<file path="config.mk">
export PLATFORM = sky130hd
export DESIGN_NAME = radix_number_segment_display
export DESIGN_NICKNAME = d
export VERILOG_FILES = /design/src/rnsd_pkg.sv /design/src/radix_number_segment_display.sv /design/src/rnsd_decode.sv
export SDC_FILE = /design/constraint.sdc
export NUM_CORES = 1
export LEC_CHECK = 0
export ABC_AREA = 1
export BUFFER_PORTS_ARGS = -buffer_cell sky130_fd_sc_hd__buf_2
export CORE_ASPECT_RATIO = 1.4
export CORE_UTILIZATION = 40
export CTS_BUF_LIST = sky130_fd_sc_hd__clkbuf_8 sky130_fd_sc_hd__clkbuf_16
export DETAILED_ROUTE_END_ITERATION = 8
export PLACE_DENSITY = 0.64
export SLEW_MARGIN = 0
export SYNTH_ARGS = -nofsm -noshare
export SYNTH_HDL_FRONTEND = slang
export SYNTH_SLANG_ARGS = --single-unit
</file>
<file path="constraint.sdc">
create_clock -name clk -period 14.4 [get_ports clk]
set_clock_uncertainty 0.15 [all_clocks]
set_input_delay 2.88 -clock clk [delete_from_list [all_inputs] [get_ports clk]]
set_output_delay 2.88 -clock clk [all_outputs]
set_load 0.02 [all_outputs]
</file>
<file path="src/rnsd_pkg.sv">
// Shared types, constants and segment glyph lookup for the radix number segment display.
`default_nettype none
package rnsd_pkg;

	localparam int DIGIT_COUNT = 4;
	localparam int NIB_W       = 4;
	localparam int SEG_W       = 7;
	localparam int OUT_W       = 8;
	localparam int DEC_W       = 14;

	// Range limits for the number modes
	localparam logic [31:0] DEC_LIMIT = 32'd10000;
	localparam logic [31:0] BIN_LIMIT = 32'd16;
	localparam logic [31:0] OCT_LIMIT = 32'd4096;

	// Fixed glyphs for the error pattern
	localparam logic [SEG_W-1:0] GLYPH_BLANK = 7'h00;
	localparam logic [SEG_W-1:0] GLYPH_E     = 7'h79;
	localparam logic [SEG_W-1:0] GLYPH_R     = 7'h50;

	typedef enum logic [2:0] {
		OP_DEC     = 3'd0,
		OP_BIN     = 3'd1,
		OP_HEX     = 3'd2,
		OP_OCT     = 3'd3,
		OP_SET_DOT = 3'd4,
		OP_CLR_DOT = 3'd5
	} op_t;

	typedef logic [DIGIT_COUNT-1:0][NIB_W-1:0] nib_vec_t;

	// Decoded action for one transaction
	typedef struct packed {
		logic     show;     // load the four digits from nib
		logic     err;      // put up the error pattern
		logic     dot_wr;   // write one decimal point
		logic     dot_val;  // value for that point
		logic [1:0] dot_idx;
		nib_vec_t nib;      // index 0 is the leftmost digit
	} action_t;

	// Segment glyph for one hex digit, segments a-g in bits 0-6
	function automatic logic [SEG_W-1:0] glyph(input logic [NIB_W-1:0] n);
		logic [SEG_W-1:0] g;
		case (n)
			4'h0: g = 7'h3F;
			4'h1: g = 7'h06;
			4'h2: g = 7'h5B;
			4'h3: g = 7'h4F;
			4'h4: g = 7'h66;
			4'h5: g = 7'h6D;
			4'h6: g = 7'h7D;
			4'h7: g = 7'h07;
			4'h8: g = 7'h7F;
			4'h9: g = 7'h6F;
			4'hA: g = 7'h77;
			4'hB: g = 7'h7C;
			4'hC: g = 7'h39;
			4'hD: g = 7'h5E;
			4'hE: g = 7'h79;
			default: g = 7'h71;
		endcase
		return g;
	endfunction

	// One decimal digit of v at weight w: parallel threshold compares, v < 10*w
	function automatic logic [NIB_W-1:0] dec_digit(input logic [DEC_W-1:0] v,
			input logic [DEC_W-1:0] w);
		logic [NIB_W-1:0] d;
		d = '0;
		for (int k = 1; k <= 9; k++) begin
			if (v >= DEC_W'(k) * w) begin
				d = NIB_W'(k);
			end
		end
		return d;
	endfunction

endpackage
`default_nettype wire

</file>
<file path="src/radix_number_segment_display.sv">
// Top level of the radix number segment display: input register, display state, result register.
//
// Usage:
//   Item channel (item_valid/item_ready) carries operation, number and digit_position.
//   Result channel (result_valid/result_ready) carries the four digit segment bytes
//   (bits 0-6 segments a-g, bit 7 decimal point, digit 1 leftmost) and error_shown.
//   Every transaction on the item channel yields exactly one result transaction,
//   in order, showing the whole display as it stands after that item.
// Pipeline: one input register and one result register, with the decode, split and glyph
//   lookup between them; result_valid rises when an item moves into the result register.
// Throughput: one item per cycle sustained while result_ready stays high.
// Stalls: when result_ready is low the held result stays put, the item register
//   keeps its item and item_ready drops; item_ready is high whenever the item
//   register is empty or about to move into the result register.
// Reset (arst_n low, asynchronous): both channels empty, all digits blank and
//   all decimal points cleared.
`default_nettype none
module radix_number_segment_display (
	input  wire logic        clk,
	input  wire logic        arst_n,
	input  wire logic        item_valid,
	output logic             item_ready,
	input  wire logic [2:0]  operation,
	input  wire logic [31:0] number,
	input  wire logic [2:0]  digit_position,
	output logic             result_valid,
	input  wire logic        result_ready,
	output logic [7:0]       segments_digit1,
	output logic [7:0]       segments_digit2,
	output logic [7:0]       segments_digit3,
	output logic [7:0]       segments_digit4,
	output logic             error_shown
);
	import rnsd_pkg::*;

	// Input register
	logic        valid_s1;
	logic [2:0]  operation_s1;
	logic [31:0] number_s1;
	logic [2:0]  position_s1;

	// Display state
	logic [DIGIT_COUNT-1:0][SEG_W-1:0] seg_q;
	logic [DIGIT_COUNT-1:0]            point_q;
	logic [DIGIT_COUNT-1:0][SEG_W-1:0] seg_next;
	logic [DIGIT_COUNT-1:0]            point_next;

	// Result register
	logic                              result_valid_q;
	logic [DIGIT_COUNT-1:0][OUT_W-1:0] out_q;
	logic                              err_q;

	action_t act;
	logic    res_free;
	logic    take_s1;

	assign res_free   = !result_valid_q || result_ready;
	assign take_s1    = valid_s1 && res_free;
	assign item_ready = !valid_s1 || res_free;

	rnsd_decode u_decode (
		.operation      (operation_s1),
		.number         (number_s1),
		.digit_position (position_s1),
		.act            (act)
	);

	// Next display contents for the item in the input register
	always_comb begin
		seg_next   = seg_q;
		point_next = point_q;
		if (act.show) begin
			for (int i = 0; i < DIGIT_COUNT; i++) begin
				seg_next[i] = glyph(act.nib[i]);
			end
		end
		if (act.err) begin
			seg_next[0] = GLYPH_BLANK;
			seg_next[1] = GLYPH_E;
			seg_next[2] = GLYPH_R;
			seg_next[3] = GLYPH_R;
			point_next  = '0;
		end
		if (act.dot_wr) begin
			point_next[act.dot_idx] = act.dot_val;
		end
	end

	// Input register and its valid flag
	always_ff @(posedge clk or negedge arst_n) begin
		if (!arst_n) begin
			valid_s1 <= 1'b0;
		end else if (item_ready) begin
			valid_s1 <= item_valid;
		end
	end

	always_ff @(posedge clk) begin
		if (item_valid && item_ready) begin
			operation_s1 <= operation;
			number_s1    <= number;
			position_s1  <= digit_position;
		end
	end

	// Display state and result valid
	always_ff @(posedge clk or negedge arst_n) begin
		if (!arst_n) begin
			seg_q          <= '0;
			point_q        <= '0;
			result_valid_q <= 1'b0;
		end else begin
			if (take_s1) begin
				seg_q          <= seg_next;
				point_q        <= point_next;
				result_valid_q <= 1'b1;
			end else if (result_ready) begin
				result_valid_q <= 1'b0;
			end
		end
	end

	// Result payload
	always_ff @(posedge clk) begin
		if (take_s1) begin
			for (int i = 0; i < DIGIT_COUNT; i++) begin
				out_q[i] <= {point_next[i], seg_next[i]};
			end
			err_q <= act.err;
		end
	end

	assign result_valid    = result_valid_q;
	assign segments_digit1 = out_q[0];
	assign segments_digit2 = out_q[1];
	assign segments_digit3 = out_q[2];
	assign segments_digit4 = out_q[3];
	assign error_shown     = err_q;

endmodule
`default_nettype wire

</file>
<file path="src/rnsd_decode.sv">
// Combinational decode of one transaction into digit values and display actions.
`default_nettype none
module rnsd_decode (
	input  wire logic [2:0]        operation,
	input  wire logic [31:0]       number,
	input  wire logic [2:0]        digit_position,
	output rnsd_pkg::action_t      act
);
	import rnsd_pkg::*;

	logic [DEC_W-1:0] v;
	logic [DEC_W-1:0] rem_th;
	logic [DEC_W-1:0] rem_hu;
	logic [DEC_W-1:0] rem_te;
	logic [NIB_W-1:0] d_th;
	logic [NIB_W-1:0] d_hu;
	logic [NIB_W-1:0] d_te;
	nib_vec_t         nib_dec;
	nib_vec_t         nib_bin;
	nib_vec_t         nib_hex;
	nib_vec_t         nib_oct;
	logic             pos_ok;

	// Decimal split: thousands, hundreds, tens, units by compare and subtract
	assign v      = number[DEC_W-1:0];
	assign d_th   = dec_digit(v, DEC_W'(1000));
	assign rem_th = v - DEC_W'(d_th) * DEC_W'(1000);
	assign d_hu   = dec_digit(rem_th, DEC_W'(100));
	assign rem_hu = rem_th - DEC_W'(d_hu) * DEC_W'(100);
	assign d_te   = dec_digit(rem_hu, DEC_W'(10));
	assign rem_te = rem_hu - DEC_W'(d_te) * DEC_W'(10);

	// Fixed radix splits, leftmost digit at index 0
	always_comb begin
		nib_dec[0] = d_th;
		nib_dec[1] = d_hu;
		nib_dec[2] = d_te;
		nib_dec[3] = rem_te[NIB_W-1:0];
		for (int i = 0; i < DIGIT_COUNT; i++) begin
			nib_bin[i] = {3'b000, number[3-i]};
			nib_hex[i] = number[15-4*i -: 4];
			nib_oct[i] = {1'b0, number[11-3*i -: 3]};
		end
	end

	assign pos_ok = (digit_position >= 3'd1) && (digit_position <= 3'(DIGIT_COUNT));

	// Action select
	always_comb begin
		act         = '0;
		act.dot_val = (op_t'(operation) == OP_SET_DOT);
		act.dot_idx = 2'(digit_position - 3'd1);
		unique case (op_t'(operation)) inside
			OP_DEC: begin
				act.nib  = nib_dec;
				act.show = (number < DEC_LIMIT);
				act.err  = !(number < DEC_LIMIT);
			end
			OP_BIN: begin
				act.nib  = nib_bin;
				act.show = (number < BIN_LIMIT);
				act.err  = !(number < BIN_LIMIT);
			end
			OP_HEX: begin
				act.nib  = nib_hex;
				act.show = 1'b1;
			end
			OP_OCT: begin
				act.nib  = nib_oct;
				act.show = (number < OCT_LIMIT);
				act.err  = !(number < OCT_LIMIT);
			end
			OP_SET_DOT, OP_CLR_DOT: begin
				act.dot_wr = pos_ok;
			end
			default: begin
				act.err = 1'b1;
			end
		endcase
	end

endmodule
`default_nettype wire

</file>
Word-level counts from Yosys, hierarchy flattened:

Memory sizes are Yosys's and may differ from the RTL's.
Index checks and enable logic that the tools add are counted.

* bits in registers: 105
* bits in read-only memories: 448
* bits of input ports: 42
* output and inout bits: 35
* word-level logic and storage cells: 120
* memories kept: 4

Memory list
* (name not given): words 16, bits a word 7, read ports 1, clocked after memory_dff 0, wr ports 0, line rnsd_pkg.sv:45 `case (n)`
* (name not given): words 16, bits a word 7, read ports 1, clocked after memory_dff 0, wr ports 0, line rnsd_pkg.sv:45
* (name not given): words 16, bits a word 7, read ports 1, clocked after memory_dff 0, wr ports 0, line rnsd_pkg.sv:45
* (name not given): words 16, bits a word 7, read ports 1, clocked after memory_dff 0, wr ports 0, line rnsd_pkg.sv:45

* add/sub/neg operators: 4
* multipliers: 3
* $lt $le $gt $ge: 34
* equal/unequal tests: 5
* muxes and demuxes: 40
* reduce and logical (&&, ||, !) cells: 15

Operator list (count)
* 2-to-1 mux 4 bit: 20
* greater-or-equal comparator 14 x 10 -> 1 bit, second input constant: 5
* one-hot mux 16 bit (4 select lines): 1
* greater-or-equal comparator 14 x 13 -> 1 bit, second input constant: 4
* greater-or-equal comparator 14 x 7 -> 1 bit, second input constant: 4
* 2-to-1 mux 28 bit: 2
* greater-or-equal comparator 14 x 6 -> 1 bit, second input constant: 3
* greater-or-equal comparator 14 x 9 -> 1 bit, second input constant: 3
* less-than comparator 32 x 13 -> 1 bit, second input constant: 1
* less-than comparator 32 x 14 -> 1 bit, second input constant: 1
* less-than comparator 32 x 5 -> 1 bit, second input constant: 1
* greater-or-equal comparator 14 x 12 -> 1 bit, second input constant: 2
* greater-or-equal comparator 14 x 5 -> 1 bit, second input constant: 2
* greater-or-equal comparator 14 x 11 -> 1 bit, second input constant: 1
* greater-or-equal comparator 14 bit, second input constant: 1
* greater-or-equal comparator 14 x 4 -> 1 bit, second input constant: 1
* greater-or-equal comparator 14 x 8 -> 1 bit, second input constant: 1
* subtractor 14 x 11 -> 14 bit: 1
* subtractor 14 bit: 1
* 2-to-1 mux 3 bit: 4
* multiplier 4 x 7 -> 11 bit, second input constant: 1
* multiplier 4 x 5 -> 9 bit, second input constant: 1
* one-hot mux 1 bit (4 select lines): 2
* 2-to-1 mux 1 bit: 7
* other kinds (20): 31

Logic depth before layout (Yosys ltp):

An unclocked memory read counts as a cell.

* depth after elaboration: 40
* mapped depth: 80
* depth with buffers taken out: 80

Modules after synthesis:

A second synthesis with hierarchy kept.

* cells, all modules: 1076
* area total of the unflattened synthesis: 8219.1 µm²

Modules (own cells, without submodules)
* radix_number_segment_display: instances 1, cells each 539, area each 5126.2 µm², seq. area each 2982.9 µm²
* rnsd_decode: instances 1, cells each 537, area each 3093.0 µm², seq. area each 0.0 µm²

Worst setup path after synthesis:

OpenSTA, ideal clock, no wires.

* path type: register to register
* start: register number_s1[8]
* end: register out_q, in the netlist segments_digit4[0], data pin
* setup time: 0.267 ns
* arrival time: 9.630 ns
* required time: 13.983 ns
* slack: 4.353 ns
* cell stages (with the launch flop): 69
* path buffers: 0
* clock period less this slack: 10.047 ns
* cells stage by stage: edfxtp_1 -> nand2_1 -> nor2_1 -> nand2_1 -> o311ai_1 -> inv_1 -> o21ai_1 -> nand2_1 -> fa_1 -> inv_1 -> fa_1 -> inv_1 -> ha_1 -> a21oi_1 -> inv_1 -> a31oi_1 -> inv_1 -> a21oi_1 -> (+33 left out) -> nand2_1 -> nand4_1 -> nor2_4 -> nand2_2 -> a21oi_2 -> nand2_1 -> nand2_1 -> nand2_2 -> nand2_2 -> ha_1 -> fa_1 -> or2_2 -> nand2_1 -> inv_1 -> o21ai_0 -> nand3_1 -> nand2_1 -> a21oi_1

RTL lines
* start: declaration: line radix_number_segment_display.sv:39 `logic [31:0] number_s1;`
* start signal: assignment: line radix_number_segment_display.sv:101 `number_s1 <= number;`
* end signal: indexed assignment: line radix_number_segment_display.sv:127 `out_q[i] <= {point_next[i], seg_next[i]};`
* end: declaration: line radix_number_segment_display.sv:50 `logic [DIGIT_COUNT-1:0][OUT_W-1:0] out_q;`

==> flow_summary.rst <==
.. list-table::
   :header-rows: 1

   * - Metric
     - Value
   * - Post-route antenna net violation count
     - 0
   * - Routed Wire Length
     - ~20000 um
   * - Commonest non-fill, non-tap cell in the layout
     - sky130_fd_sc_hd__nand2_1
   * - Crit path kind
     - flip-flop to flip-flop
   * - DIE HEIGHT
     - 174 um
   * - Post-Synth Simple-Gate Area
     - 0.297
   * - Number of remaining DRC errors
     - 0
   * - Area delta synth->final
     - 11.0%
   * - Outcome
     - complete, no violations
   * - Main combinational cell family by area after synthesis
     - simple AND/OR/NAND/NOR gates
   * - Period Utilization, post-route
     - 0.800
   * - Die Width
     - roughly 120 um
   * - Clock Sinks
     - 105
   * - Min cycle time layout
     - about 12 ns
   * - Final hold violations
     - 0
   * - H-tree levels
     - 3
   * - Relative max-transition margin
     - 0.235
   * - Slowest library cell on the worst path
     - sky130_fd_sc_hd__fa_1
   * - Critical R2R Capture
     - segments_digit4[0]
   * - Count of TritonRoute iterations in the first routing pass
     - 5
   * - Post-synthesis compound-gate area fraction
     - 0.120
   * - Maximum number of buffers from clock root to sink
     - 2
   * - Portion of netlist area occupied by mux cells
     - 0
   * - Average wire per cell in the routed design
     - around 14 um
   * - Vias in the first global route
     - 7217
   * - Fraction of synthesized cell area in xor and xnor cells
     - 0.0198
   * - Number of warnings issued by yosys
     - 0
   * - Part of the Yosys area used for sequential elements
     - 0.354
   * - Global Route Usage Sum
     - 0.193
   * - Top library cells by usage in the layout, fill and taps aside
     - sky130_fd_sc_hd__nand2_1 (284), sky130_fd_sc_hd__inv_1 (145), sky130_fd_sc_hd__nor2_1 (92), sky130_fd_sc_hd__buf_2 (76), sky130_fd_sc_hd__edfxtp_1 (71)
   * - Site Rows
     - 62
   * - Worst setup EP type
     - flip-flop
   * - Critical path launch point type
     - flip-flop
   * - Max cap viols
     - 0
   * - Total negative setup slack
     - 0 ns
   * - Synth Flop Type
     - sky130_fd_sc_hd__edfxtp_1
   * - Worst Path Arrival
     - between 10 and 15 ns
   * - Initial core utilization
     - 0.410
   * - Register clock-pin slew on the reported worst setup and hold paths
     - 0.08 ns
   * - Cts-stage hold buffer count
     - 0
   * - Count of unique library cells instantiated by Yosys
     - between 50 and 60
   * - Worst Slack Setup Final
     - 2.87 ns
   * - Worst-skew pair later-pin latency
     - approximately 0.36 ns
   * - Share of synthesized flip-flops with an asynchronous set or reset
     - 0.324
   * - Number of max-slew violations in the final report
     - 0
   * - Mapped Cells
     - about 1100
   * - Hold path start
     - seg_q[8]
   * - Post-synthesis area per instance
     - just under 8 sq um
   * - Number of cells on the worst hold path
     - 2
   * - Worst path max stage delay
     - between 0.6 and 0.7 ns
   * - Total number of vias
     - about 7300
   * - Total number of nets in the final design
     - about 1300
   * - First-pass GRT wire length
     - about 34000 um
   * - Sum of overflow across all layers after global routing
     - 0
   * - Port buffer count
     - 76
   * - Highest achievable clock rate
     - 86.8 MHz
   * - Post-layout util
     - 0.455
   * - Number of antenna violations at the first check in global routing
     - 0
   * - Die ar.
     - 21600 sq um
   * - EDFF count, synth
     - 71
   * - Largest net degree at the start of global routing
     - 70
   * - Buffers plus inverters on the worst setup path
     - 10
   * - Share of cells above drive strength 1
     - 0.154
   * - Cell Area, Synth
     - between 8000 and 9000 sq um
   * - Synth Area in Adders
     - 0.124
   * - Reg2reg path depth
     - 68
   * - Worst slack, placed
     - between 2 and 3 ns
   * - # setup viols final
     - 0
   * - Worst-Margin Slew
     - between 1 and 1.5 ns
   * - Worst R2R Setup Slack
     - 2.87 ns
   * - CTS tree
     - built
   * - Clock root buffer
     - sky130_fd_sc_hd__clkbuf_16
   * - Post-CTS sizing
     - 0
   * - Hold Path Sink
     - seg_q[8]
   * - Maximum fanout encountered on the critical timing path
     - 10
   * - Post-Route Hold Slack
     - between 0.3 and 0.4 ns
   * - Total nets after synthesis
     - between 1000 and 1500
   * - RSZ-0062 raised after global routing
     - false
   * - Number of top-level design ports
     - between 70 and 80
   * - Average via count per standard cell
     - between 5 and 6
   * - TritonCTS Buffers
     - 9
   * - Worst Path Required
     - 14.35 ns
   * - Antenna fix cells
     - 0
   * - Placeable Area
     - roughly 21000 sq um
   * - Post-CTS setup buffer count
     - 0
   * - Type of the most critical hold path
     - flip-flop to flip-flop
   * - Startpoint of the worst register-to-register path
     - number_s1[8]
   * - Top cell by count, worst path
     - sky130_fd_sc_hd__nand2_1
   * - Weighted congestion at the end of routability-driven global placement
     - 0.939
   * - Seq cells post-synth
     - roughly 110
   * - Number of DRC markers after the initial detailed-route iteration
     - 398
   * - Dominant delay contributor by cell family on the critical path
     - simple AND/OR/NAND/NOR gates
   * - Placed wire-length estimate
     - 16000 um
worst register-to-register path, delay by kind of cell (launching register included):
kind	cells	cell delay (ns)
AO/OA/AOI/OAI	11	1.75
XOR/XNOR	2	0.31
adder cells (fa/ha/maj)	10	3.57
buffers and inverters	10	0.78
flip-flops	1	0.48
AND/OR/NAND/NOR	35	4.24
registers in the layout, indices dropped and copies added, names as in the netlist:
name	flops
number_s1	32
seg_q	28
segments_digit1	8
segments_digit2	8
segments_digit3	8
segments_digit4	8
point_q	4
operation_s1	3
position_s1	3
error_shown	1
result_valid	1
valid_s1	1
per-stage QoR:
step	cell area [sq um]	instances
3_5_place_dp	9060	1406
5_1_grt	9350	1422
2_1_floorplan	8420	1090
3_3_place_gp	9060	1406
6_report	9350	1422
4_1_cts	9350	1422
cell type report:
type / instances / area (sq um)
fillers: 2019 / 11200
multi-input cells: 802 / 4720
flip-flops and latches: 105 / 2980
inverters: 163 / 622
repair buffers: 80 / 410
well taps: 256 / 320
clock buffers: 9 / 225
clock inverters: 7 / 66.3
synthesized netlist by cell type, drive strengths merged (2+ instances only):
| cell | n | area share |
|---|---|---|
| nor2 | 100 | 0.050 |
| nand4 | 15 | 0.013 |
| nor3 | 18 | 0.012 |
| buf | 12 | 0.0076 |
| dfrtp | 34 | 0.10 |
| a21o | 3 | 0.0027 |
| o21ai | 65 | 0.041 |
| nand3b | 10 | 0.0089 |
| xor2 | 15 | 0.016 |
| a31oi | 16 | 0.012 |
| inv | 161 | 0.072 |
| edfxtp | 71 | 0.25 |
| a21oi | 38 | 0.023 |
| a221oi | 3 | 0.0031 |
| ha | 66 | 0.098 |
| o311ai | 2 | 0.0021 |
| clkbuf | 8 | 0.0036 |
| clkinv | 2 | 0.0015 |
| or2 | 7 | 0.0055 |
| nor4 | 3 | 0.0022 |
| a22oi | 6 | 0.0053 |
| o22ai | 5 | 0.0052 |
| nand2 | 312 | 0.15 |
| fa | 11 | 0.026 |
| nand3 | 78 | 0.054 |
| o31ai | 2 | 0.0018 |
| o21bai | 4 | 0.0036 |
| xnor2 | 4 | 0.0042 |
| a211oi | 5 | 0.0045 |
| o211ai | 10 | 0.011 |
routing by layer:
metal  vias to the layer above  part of all wire  wire length (um)  track usage
li1                       3740                 -                 -            -
met1                      3360              0.43              8810        0.226
met2                       184              0.50             10200        0.344
met3                        47             0.035               716       0.0287
met4                         0             0.038               775       0.0924
met5                         -                 0                 0            0
how the worst max path moves through the flow:
| stage | startpoint | endpoint | slack (ns) | cells past startpoint |
|---|---|---|---|---|
| 2_1_floorplan | number_s1[8] | segments_digit4[0] | 4.35 | 68 |
| 3_3_place_gp | number_s1[8] | segments_digit4[0] | 3.05 | 68 |
| 3_5_place_dp | number_s1[8] | segments_digit4[0] | 2.97 | 68 |
| 4_1_cts | number_s1[8] | segments_digit4[0] | 2.93 | 68 |
| 5_1_grt | number_s1[8] | seg_q[21] | 1.68 | 70 |
| 6_report | number_s1[8] | segments_digit4[0] | 2.87 | 68 |
cell families after synthesis:
kind of cell,after synthesis
buf+inv,183
compound gates,163
flops,105
fa+ha+maj,77
simple gates,543
xor+xnor,19
Power is not shown: default switching activity piles up to over one toggle a cycle in this logic, so the estimate is an artifact.
